`config.mk`:
```
export PLATFORM = sky130hd
export DESIGN_NAME = status_led_pattern_generator_unit
export DESIGN_NICKNAME = d
export VERILOG_FILES = /design/src/rtl/slpg_pkg.sv /design/src/rtl/status_led_pattern_generator_unit.sv
export SDC_FILE = /design/constraint.sdc
export NUM_CORES = 1
export LEC_CHECK = 0
export ABC_CLOCK_PERIOD_IN_PS = 5100
export BUFFER_PORTS_ARGS = -buffer_cell sky130_fd_sc_hd__buf_2
export CORE_ASPECT_RATIO = 0.75
export CORE_UTILIZATION = 45
export DETAILED_ROUTE_END_ITERATION = 10
export SLEW_MARGIN = 40
export SYNTH_ARGS = -nofsm -noshare
export SYNTH_HDL_FRONTEND = slang
export SYNTH_SLANG_ARGS = --single-unit
export TNS_END_PERCENT = 20
```
`constraint.sdc`:
```
create_clock -name clk -period 5.1 [get_ports clk]
set_input_delay 0.255 -clock clk [delete_from_list [all_inputs] [get_ports clk]]
set_output_delay 0.255 -clock clk [all_outputs]
set_load 0.01 [all_outputs]
```
`src/rtl/slpg_pkg.sv`:
```
// ----------------------------------------------------------------------------
// slpg_pkg
// Shared types, codes and constant tables of the status LED pattern generator.
// ----------------------------------------------------------------------------
package slpg_pkg;

  // Field widths
  localparam int LevelW = 6;
  localparam int StateW = 3;
  localparam int ModeW  = 2;

  // Fixed levels
  localparam logic [LevelW-1:0] FullLevel   = 6'd45;
  localparam logic [LevelW-1:0] BreathStep  = 6'd3;
  localparam logic [LevelW-1:0] BreathFloor = 6'd4;
  localparam logic [LevelW-1:0] GreenLevel  = 6'd35;

  // Base colour components
  localparam int BaseHigh = 35;
  localparam int BaseMid  = 22;
  localparam int BaseLow  = 12;

  // Requested indicator state
  typedef enum logic [StateW-1:0] {
    ST_IDLE      = 3'd0,
    ST_SOLID     = 3'd1,
    ST_BREATHING = 3'd2,
    ST_SPEAKING  = 3'd3,
    ST_SUCCESS   = 3'd4,
    ST_CMD_FAIL  = 3'd5,
    ST_LINK_FAIL = 3'd6,
    ST_OTHER     = 3'd7
  } led_state_t;

  // Colour mode register codes
  typedef enum logic [ModeW-1:0] {
    MODE_ONLINE     = 2'd0,
    MODE_SERVERLESS = 2'd1,
    MODE_OFFLINE    = 2'd2,
    MODE_UNKNOWN    = 2'd3
  } color_mode_t;

  typedef struct packed {
    logic [LevelW-1:0] red;
    logic [LevelW-1:0] green;
    logic [LevelW-1:0] blue;
  } rgb_t;

  // One entry per breathing level: base * level / 45, truncated
  typedef logic [(1<<LevelW)-1:0][LevelW-1:0] scale_tbl_t;

  function automatic scale_tbl_t build_scale(input int base);
    scale_tbl_t tbl;
    int         prod;
    for (int i = 0; i < (1 << LevelW); i++) begin
      prod   = (base * i) / 45;
      tbl[i] = LevelW'(prod);
    end
    return tbl;
  endfunction

  localparam scale_tbl_t ScaleHigh = build_scale(BaseHigh);
  localparam scale_tbl_t ScaleMid  = build_scale(BaseMid);
  localparam scale_tbl_t ScaleLow  = build_scale(BaseLow);

  // Mode colour at a given level; level 45 gives the full base colour
  function automatic rgb_t mode_color(input color_mode_t mode,
                                      input logic [LevelW-1:0] level);
    rgb_t c;
    c = '0;
    unique case (mode)
      MODE_ONLINE: begin
        c.blue = ScaleHigh[level];
      end
      MODE_SERVERLESS: begin
        c.red  = ScaleMid[level];
        c.blue = ScaleHigh[level];
      end
      MODE_OFFLINE: begin
        c.red   = ScaleHigh[level];
        c.green = ScaleLow[level];
      end
      default: begin
        c = '0;
      end
    endcase
    return c;
  endfunction

endpackage

```
`src/rtl/status_led_pattern_generator_unit.sv`:
```
// ----------------------------------------------------------------------------
// status_led_pattern_generator_unit
// One animation tick in, one RGB colour and next-tick wait out.
//
// Each accepted tick carries the requested indicator state and yields exactly
// one result: red, green and blue levels (0..45) and short_wait, which asks
// for the next tick after 45 ms (breathing) rather than 250 ms. The colour is
// computed in the cycle of acceptance and held in an output register, so the
// result appears in the cycle after the tick and a new tick is taken every cycle
// while the output side keeps up; in_ready drops only while a result waits
// and out_ready is low. Breathing level, its direction and the blink phase
// survive other states. The colour mode is written through the cfg port,
// which is always ready, and should be changed only while no tick is pending.
// ----------------------------------------------------------------------------
module status_led_pattern_generator_unit (
  input  logic                       clk,
  input  logic                       rst_n,
  // configuration write
  input  logic                       cfg_valid,
  output logic                       cfg_ready,
  input  logic [slpg_pkg::ModeW-1:0]  cfg_data,
  // tick input
  input  logic                       in_valid,
  output logic                       in_ready,
  input  logic [slpg_pkg::StateW-1:0] in_led_state,
  // colour output
  output logic                       out_valid,
  input  logic                       out_ready,
  output logic [slpg_pkg::LevelW-1:0] out_red_level,
  output logic [slpg_pkg::LevelW-1:0] out_green_level,
  output logic [slpg_pkg::LevelW-1:0] out_blue_level,
  output logic                       out_short_wait
);

  import slpg_pkg::*;

  color_mode_t       mode_r;
  logic [LevelW-1:0] breath_level_r, breath_level_nxt;
  logic              breath_falling_r, breath_falling_nxt;
  logic              blink_lit_r, blink_lit_nxt;
  logic              out_valid_r;
  rgb_t              rgb_r, rgb_nxt;
  logic              short_wait_r, short_wait_nxt;
  logic              in_fire;
  logic [LevelW:0]   step_lv;
  led_state_t        st;

  assign cfg_ready = 1'b1;
  assign in_ready  = !out_valid_r || out_ready;
  assign in_fire   = in_valid && in_ready;
  assign st        = led_state_t'(in_led_state);

  // Latch the colour mode
  always_ff @(posedge clk) begin
    if (!rst_n) begin
      mode_r <= MODE_ONLINE;
    end else if (cfg_valid) begin
      mode_r <= color_mode_t'(cfg_data);
    end
  end

  // Step the breathing level by BreathStep; the next block bounces it at both ends
  always_comb begin
    if (breath_falling_r) begin
      step_lv = (breath_level_r >= BreathStep)
              ? {1'b0, breath_level_r - BreathStep} : '0;
    end else begin
      step_lv = {1'b0, breath_level_r} + {1'b0, BreathStep};
    end
  end

  // Compute the colour and the next animation state for this tick
  always_comb begin
    breath_level_nxt   = breath_level_r;
    breath_falling_nxt = breath_falling_r;
    blink_lit_nxt      = blink_lit_r;
    rgb_nxt            = '0;
    short_wait_nxt     = 1'b0;
    case (st)
      ST_SOLID: begin
        rgb_nxt = mode_color(mode_r, FullLevel);
      end
      ST_BREATHING: begin
        if (step_lv >= {1'b0, FullLevel}) begin
          breath_level_nxt   = FullLevel;
          breath_falling_nxt = 1'b1;
        end else if (step_lv <= {1'b0, BreathFloor}) begin
          breath_level_nxt   = BreathFloor;
          breath_falling_nxt = 1'b0;
        end else begin
          breath_level_nxt = step_lv[LevelW-1:0];
        end
        rgb_nxt        = mode_color(mode_r, breath_level_nxt);
        short_wait_nxt = 1'b1;
      end
      ST_SPEAKING, ST_SUCCESS: begin
        rgb_nxt.green = GreenLevel;
      end
      ST_CMD_FAIL: begin
        rgb_nxt.red = FullLevel;
      end
      ST_LINK_FAIL: begin
        blink_lit_nxt = !blink_lit_r;
        if (!blink_lit_r) begin
          rgb_nxt.red = FullLevel;
        end
      end
      default: begin
        rgb_nxt = '0;
      end
    endcase
  end

  // Advance animation state on each accepted tick
  always_ff @(posedge clk) begin
    if (!rst_n) begin
      breath_level_r   <= '0;
      breath_falling_r <= 1'b0;
      blink_lit_r      <= 1'b0;
    end else if (in_fire) begin
      breath_level_r   <= breath_level_nxt;
      breath_falling_r <= breath_falling_nxt;
      blink_lit_r      <= blink_lit_nxt;
    end
  end

  // Hold the result until taken
  always_ff @(posedge clk) begin
    if (!rst_n) begin
      out_valid_r <= 1'b0;
    end else if (in_fire) begin
      out_valid_r <= 1'b1;
    end else if (out_ready) begin
      out_valid_r <= 1'b0;
    end
  end

  always_ff @(posedge clk) begin
    if (in_fire) begin
      rgb_r        <= rgb_nxt;
      short_wait_r <= short_wait_nxt;
    end
  end

  assign out_valid       = out_valid_r;
  assign out_red_level   = rgb_r.red;
  assign out_green_level = rgb_r.green;
  assign out_blue_level  = rgb_r.blue;
  assign out_short_wait  = short_wait_r;

  // Breathing level stays at reset value or inside its bounce range
  a_level_range: assert property (@(posedge clk) disable iff (!rst_n)
    (breath_level_r == '0) ||
    (breath_level_r >= BreathFloor && breath_level_r <= FullLevel))
    else $error("breathing level out of range");

  // A breathing tick yields a short-wait result next cycle
  a_breath_short: assert property (@(posedge clk) disable iff (!rst_n)
    in_fire && (st == ST_BREATHING) |=> out_valid_r && out_short_wait)
    else $error("breathing result lacks short wait");

  // A link-failed tick flips the blink phase and lights red with it
  a_blink_toggle: assert property (@(posedge clk) disable iff (!rst_n)
    in_fire && (st == ST_LINK_FAIL) |=>
      (blink_lit_r != $past(blink_lit_r)) &&
      ((out_red_level == FullLevel) == blink_lit_r))
    else $error("blink phase did not toggle");

  // Only breathing moves the breathing state
  a_breath_hold: assert property (@(posedge clk) disable iff (!rst_n)
    !(in_fire && (st == ST_BREATHING)) |=>
      $stable(breath_level_r) && $stable(breath_falling_r))
    else $error("breathing state changed outside breathing");

  // No tick is refused while the output register is free
  a_ready_free: assert property (@(posedge clk) disable iff (!rst_n)
    !out_valid_r |-> in_ready)
    else $error("input stalled with empty output register");

endmodule

```
==> flow_summary.ini, run 1 <==
[setup_path]
setup.worst_path.end_class = flop
rr_worst_depth = 16
crit_type = flop to flop
max_stage_delay_ps = 490
r2r-start = breath_level_r[0]$_SDFFE_PN0P_
crit_slowest_cell = or4_1
setup.worst_path.start = breath_level_r[0]$_SDFFE_PN0P_
arrival_ps = 4300
crit_end = out_blue_level[1]$_DFFE_PP_
rrSetupSlack_ps = 810
reg2reg_to = out_blue_level[1]$_DFFE_PP_
cp_max_fo = 12
start_kind = flop
crit_chain = ha_1 -> or4_1 -> a32oi_1 -> and4_1 -> buf_4 -> o21ai_0 -> and2_1 -> o21ai_1 -> inv_1 -> ha_1 -> nand3_1 -> mux2i_1 -> a221oi_1 -> a21oi_1 -> a31oi_1 -> o21ai_0
crit_required_ps = 5100

[floorplanning]
io_pins = 32
die_y_microns = 68.5
fp.dieW_microns = 90.7
num_rows = 23
coreArea_sq_um = 5500
dieArea_sq_um = 6210
start_util = 0.483

[synth]
synth_seq_cells = 30
synth_top_cells_by_area = edfxtp_1, ha_1, dfxtp_1, o21ai_0, nand2_1
yosys.area.top_type_share = 0.215
syn_inst = 321
synth_most_common_cell = o21ai_0
synth_edf_count = 19
ys_types = 68
ys.flop_type = edfxtp_1
yosysTopAreaCell = edfxtp_1
yosys-top-cells-count = o21ai_0, nand2_1, nor2_1, edfxtp_1, ha_1
netlist_area_sq_um = 2650
yosys_warnings = 0
syn_avg_cell_area_sq_um = 8.27
yosysSeqAreaShare = 0.298
async_reset_ff_frac = 0
synth_nets = 350

[placed_design]
gp_congestion = 0.933
io_buffers = 30
dp_hpwl_microns = 5490

[timing]
period_share = 0.842
rsz0062_at_grt = false
finalSetupTns_ps = 0
final.min_clock_period_ps = 4290
hold_violations = 0
slew_headroom = 0.477
maxSlewViolCount = 0
finClkSkew_ps = 4.32
timing.fmax_mhz = 233
final-setup-viol-count = 0
hold_slack_ps = 230
worst_pin_slew_ps = 777

[power_and_ir_drop]
power_density_nw_per_um2 = 186
ir_worst_vdd_uv = 127
p_leak_uw = 0.00120

[routing]
ant_nets = 0
totalWireLength_microns = 7490
drc = 0
wl_per_cell_microns = 17.7
via_per_inst = 6.27
num_vias = 2652
drt_iter0_markers = 426
dr.pass1.iters = 5

[global_routing]
grt_overflow_total = 0
antenna_found_initial = 0
grt_max_degree = 22
grt_usage = 0.251
grt_pass1_vias = 2261
grt_pass1_wl_microns = 12100

[layout]
multi_input_area_sq_um = 1710
areaGrowthSynthToFinish_pct = 11.6
final_nets = 376
drive_gt1_frac = 0.175
fillers = 531
regArea_sq_um = 791
antennaDiodeCount = 0

[cts]
cts_resized = 0
cts_root_buf = clkbuf_8
clk_path_buf_depth = 2
numCtsBuffers = 5
hold_buffers = 0
clk_pin_slew_ps = 70
post-cts-setup-buffers = 0
cts.sinks = 30
clkLatencyLatePin_ps = 280
htree_levels = 2
cts_tree = done

[min_path]
hp-class = input port to flop

[job]
cap_viol_max_count = 0

[outcome]
status = complete, no violations
-- stage by stage --
stage | util | cells | area (sq um) | power (uW) | setup WS [ps]
2_1_floorplan | - | 321 | 2650 | 327 | 1470
4_1_cts | 0.539 | 423 | 2960 | 552 | 925
5_1_grt | 0.539 | 423 | 2960 | 570 | 470
6_report | 0.539 | 423 | 2960 | 551 | 806
3_5_place_dp | 0.522 | 415 | 2870 | 352 | 936
3_3_place_gp | 0.522 | 415 | 2870 | 352 | 1130
-- registers in the layout, summed over array words and instances, names as in the netlist --
signal / flops
blink_lit_r: 1
breath_level_r: 6
out_valid: 1
out_green_level: 6
breath_falling_r: 1
out_blue_level: 6
out_short_wait: 1
out_red_level: 6
mode_r: 2
-- area by class of cell --
type / instances / share of cell area
Tap cell: 75 / 0.0317
Sequential cell: 30 / 0.267
Inverter: 17 / 0.0215
Clock buffer: 7 / 0.0292
Timing Repair Buffer: 38 / 0.0710
Clock inverter: 1 / 0.00169
Multi-Input combinational cell: 255 / 0.578
-- logic make-up after synthesis --
kind of cell	after synthesis	synth area share
AO/OA/AOI/OAI	110	0.290
XOR/XNOR	2	0.00660
adder cells (fa/ha/maj)	19	0.0896
buffers and inverters	36	0.0594
flip-flops	30	0.298
multiplexers	7	0.0273
other	2	0.00283
AND/OR/NAND/NOR	115	0.226
-- cell usage in the layout (no fill, tap or decap), types with 11 or more instances in the layout --
cell / count
edfxtp_1: 19
nand2_1: 28
o21ai_0: 33
ha_1: 19
nor2_1: 22
buf_2: 30
dfxtp_1: 11
a21oi_1: 15
nand3_1: 16
inv_1: 15
-- worst max-delay path: cells and delay by family, from the launching register on --
kind                       cells  cell delay (ps)
DFF                            1              390
buffers and inverters          2              380
AOI/OAI and AO/OA              7             1550
adders and majority gates      2              620
and+or+nand+nor                4              980
muxes                          1               70
-- where the power goes --
group          switching (uW)  internal, uW  total, uW
Combinational            46.5          26.7       73.2
Sequential               4.56           271        276
Clock                    93.0           109        202
-- how the worst min path moves through the flow --
stage                      startpoint                      to  slack [ps]  cells after the start
after detailed placement  cfg_data[1]  mode_r[1]$_SDFFE_PN0P_         520                      3
after global placement    cfg_data[0]  mode_r[0]$_SDFFE_PN0P_         510                      3
final                     cfg_data[0]  mode_r[0]$_SDFFE_PN0P_         230                      3
after CTS                 cfg_data[0]  mode_r[0]$_SDFFE_PN0P_         230                      3
after global routing      cfg_data[0]  mode_r[0]$_SDFFE_PN0P_         250                      3
after floorplan              in_valid  out_valid$_SDFFE_PN0P_         390                      2
-- layer usage --
layer / part of all wire / up-vias / track usage
li1: - / 1247 / -
met1: 0.51 / 1238 / 0.397
met2: 0.40 / 160 / 0.356
met3: 0.093 / 7 / 0.0384
met4: 0.0051 / 0 / 0.0423
met5: 0 / - / 0
(Power assumes the default switching activity.)
==> inputs of run 2 (changes only) <==
--- a/config.mk
+++ b/config.mk
@@ -5,7 +5,8 @@
 export SDC_FILE = /design/constraint.sdc
 export NUM_CORES = 1
 export LEC_CHECK = 0
-export ABC_CLOCK_PERIOD_IN_PS = 5100
+export ABC_AREA = 1
+export ABC_CLOCK_PERIOD_IN_PS = 4100
 export BUFFER_PORTS_ARGS = -buffer_cell sky130_fd_sc_hd__buf_2
 export CORE_ASPECT_RATIO = 0.75
 export CORE_UTILIZATION = 45
==> constraint.sdc (replaced) <==
create_clock -name clk -period 4.1 [get_ports clk]
set_input_delay 0.205 -clock clk [delete_from_list [all_inputs] [get_ports clk]]
set_output_delay 0.205 -clock clk [all_outputs]
set_load 0.01 [all_outputs]
==> flow_summary.ini, run 2 <==
[outcome]
status = complete, no violations

[synth]
yosysTopAreaCell = edfxtp_1
ys_types = 37
yosys-top-cells-count = nand2_1, inv_1, nor2_1, nand3_1, a21oi_1
synth_edf_count = 19
yosys_warnings = 0
synth_seq_cells = 30
synth_nets = 394
async_reset_ff_frac = 0
yosys.area.top_type_share = 0.225
syn_inst = 364
ys.flop_type = edfxtp_1
syn_avg_cell_area_sq_um = 6.97
netlist_area_sq_um = 2540
yosysSeqAreaShare = 0.312
synth_top_cells_by_area = edfxtp_1, nand2_1, ha_1, inv_1, dfxtp_1
synth_most_common_cell = nand2_1

[routing]
dr.pass1.iters = 5
drc = 0
via_per_inst = 5.16
num_vias = 2432
drt_iter0_markers = 234
wl_per_cell_microns = 13.5
totalWireLength_microns = 6350
ant_nets = 0

[floorplanning]
num_rows = 23
coreArea_sq_um = 5380
dieArea_sq_um = 5950
io_pins = 32
fp.dieW_microns = 88.7
start_util = 0.472
die_y_microns = 67.0

[cts]
clkLatencyLatePin_ps = 280
htree_levels = 2
clk_path_buf_depth = 2
cts.sinks = 30
cts_root_buf = clkbuf_8
cts_tree = done
numCtsBuffers = 5
post-cts-setup-buffers = 0
clk_pin_slew_ps = 70
hold_buffers = 0
cts_resized = 0

[timing]
timing.fmax_mhz = 291
rsz0062_at_grt = false
final-setup-viol-count = 0
finalSetupTns_ps = 0
maxSlewViolCount = 0
hold_violations = 0
final.min_clock_period_ps = 3430
worst_pin_slew_ps = 739
finClkSkew_ps = 8.89
hold_slack_ps = 191
setup_ws_ps = 669
period_share = 0.837
slew_headroom = 0.507

[setup_path]
setup.worst_path.end_class = flop
crit_required_ps = 4120
start_kind = flop
cp_max_fo = 8
crit_type = flop to flop
arrival_ps = 3450

[global_routing]
grt_pass1_wl_microns = 10700
antenna_found_initial = 0
grt_max_degree = 20
grt_usage = 0.240
grt_overflow_total = 0
grt_pass1_vias = 2251

[layout]
fillers = 549
final_nets = 425
areaGrowthSynthToFinish_pct = 11.5
multi_input_area_sq_um = 1440
mostFrequentLayoutCells = nand2_1, inv_1, nor2_1
fin_cells = 471
regArea_sq_um = 791
layout_commonest_cell = nand2_1
drive_gt1_frac = 0.152
antennaDiodeCount = 0

[placed_design]
dp_hpwl_microns = 5000
dpl.cell_count = 463
gp_congestion = 0.902
io_buffers = 30
place_ws_ps = 748

[power_and_ir_drop]
power_density_nw_per_um2 = 304
ir_worst_vdd_uv = 158
p_leak_uw = 0.00138

[min_path]
hp-class = input port to flop

[job]
cap_viol_max_count = 0
run 2: changes by cell type in the layout (fill, tap and decap cells not counted), moves of 5 or more:
cell,change
nand3_1,+9
o21a_1,-6
nand2_1,+55
a21oi_1,+6
o21ai_1,+10
mux2i_1,-5
buf_4,-6
nand4_1,+10
and2_1,-10
o21ai_0,-17
inv_1,+44
nor2b_1,-9
nor2_1,+13
run 2: metrics by stage:
step / total power (uW) / utilization / instance area [sq um]
after floorplan: 547 / - / 2540
after global placement: 617 / 0.509 / 2740
after CTS: 860 / 0.526 / 2830
after global routing: 914 / 0.526 / 2830
after detailed placement: 617 / 0.509 / 2740
final: 859 / 0.526 / 2830
run 2: critical path, cell delays in order, from the launching register on:
cell	delay [ps]
dfxtp_1	400
inv_1	110
ha_1	220
inv_1	50
nand2_1	70
nor2_1	160
nor2_1	60
nand2_2	90
nand2_4	70
nand2_2	100
inv_2	40
nand2_2	100
nand2_4	110
nand2_1	230
inv_1	130
ha_1	220
inv_1	150
ha_1	180
inv_1	50
o21ai_0	250
o21ai_0	180
nand2_1	120
o21ai_1	60
run 2: cell families (layout without fill, tap and decap cells):
logic type               Yosys count  in the layout  synth area share
XOR/XNOR                           2              2           0.00690
AND/OR/NAND/NOR                  174            174             0.325
other                              2              2           0.00296
AO/OA/AOI/OAI                     63             63             0.134
adder cells (fa/ha/maj)           20             20            0.0986
buffers and inverters             73            105             0.120
flip-flops                        30             30             0.312
run 2: power breakdown:
group | switching, uW | internal [uW]
registers | 7.81 | 341
clock network | 108 | 135
logic | 182 | 84.6
total | 298 | 560
run 2: routing by layer:
| metal | track usage | vias up | share of wire |
|---|---|---|---|
| met5 | 0 | - | 0 |
| met4 | 0.0685 | 0 | 0.012 |
| met3 | 0.0483 | 11 | 0.072 |
| met2 | 0.337 | 94 | 0.39 |
| met1 | 0.362 | 1081 | 0.53 |
| li1 | - | 1246 | - |
run 2: final timing paths:
path	from	endpoint	slack, ps	cells past startpoint
max	breath_level_r[0]$_SDFFE_PN0P_	out_red_level[3]$_DFFE_PP_	670	22
min	cfg_valid	mode_r[1]$_SDFFE_PN0P_	190	3
max reg2reg	breath_level_r[0]$_SDFFE_PN0P_	out_red_level[3]$_DFFE_PP_	670	22
min reg2reg	out_valid$_SDFFE_PN0P_	out_valid$_SDFFE_PN0P_	530	2
run 2: cell type report:
cell class | instances | area share
sequential | 30 | 0.280
clock inverter | 1 | 0.00177
timing repair buffer | 32 | 0.0584
inverter | 65 | 0.0871
multi-input combinational | 261 | 0.510
clock buffer | 7 | 0.0305
tap | 75 | 0.0332
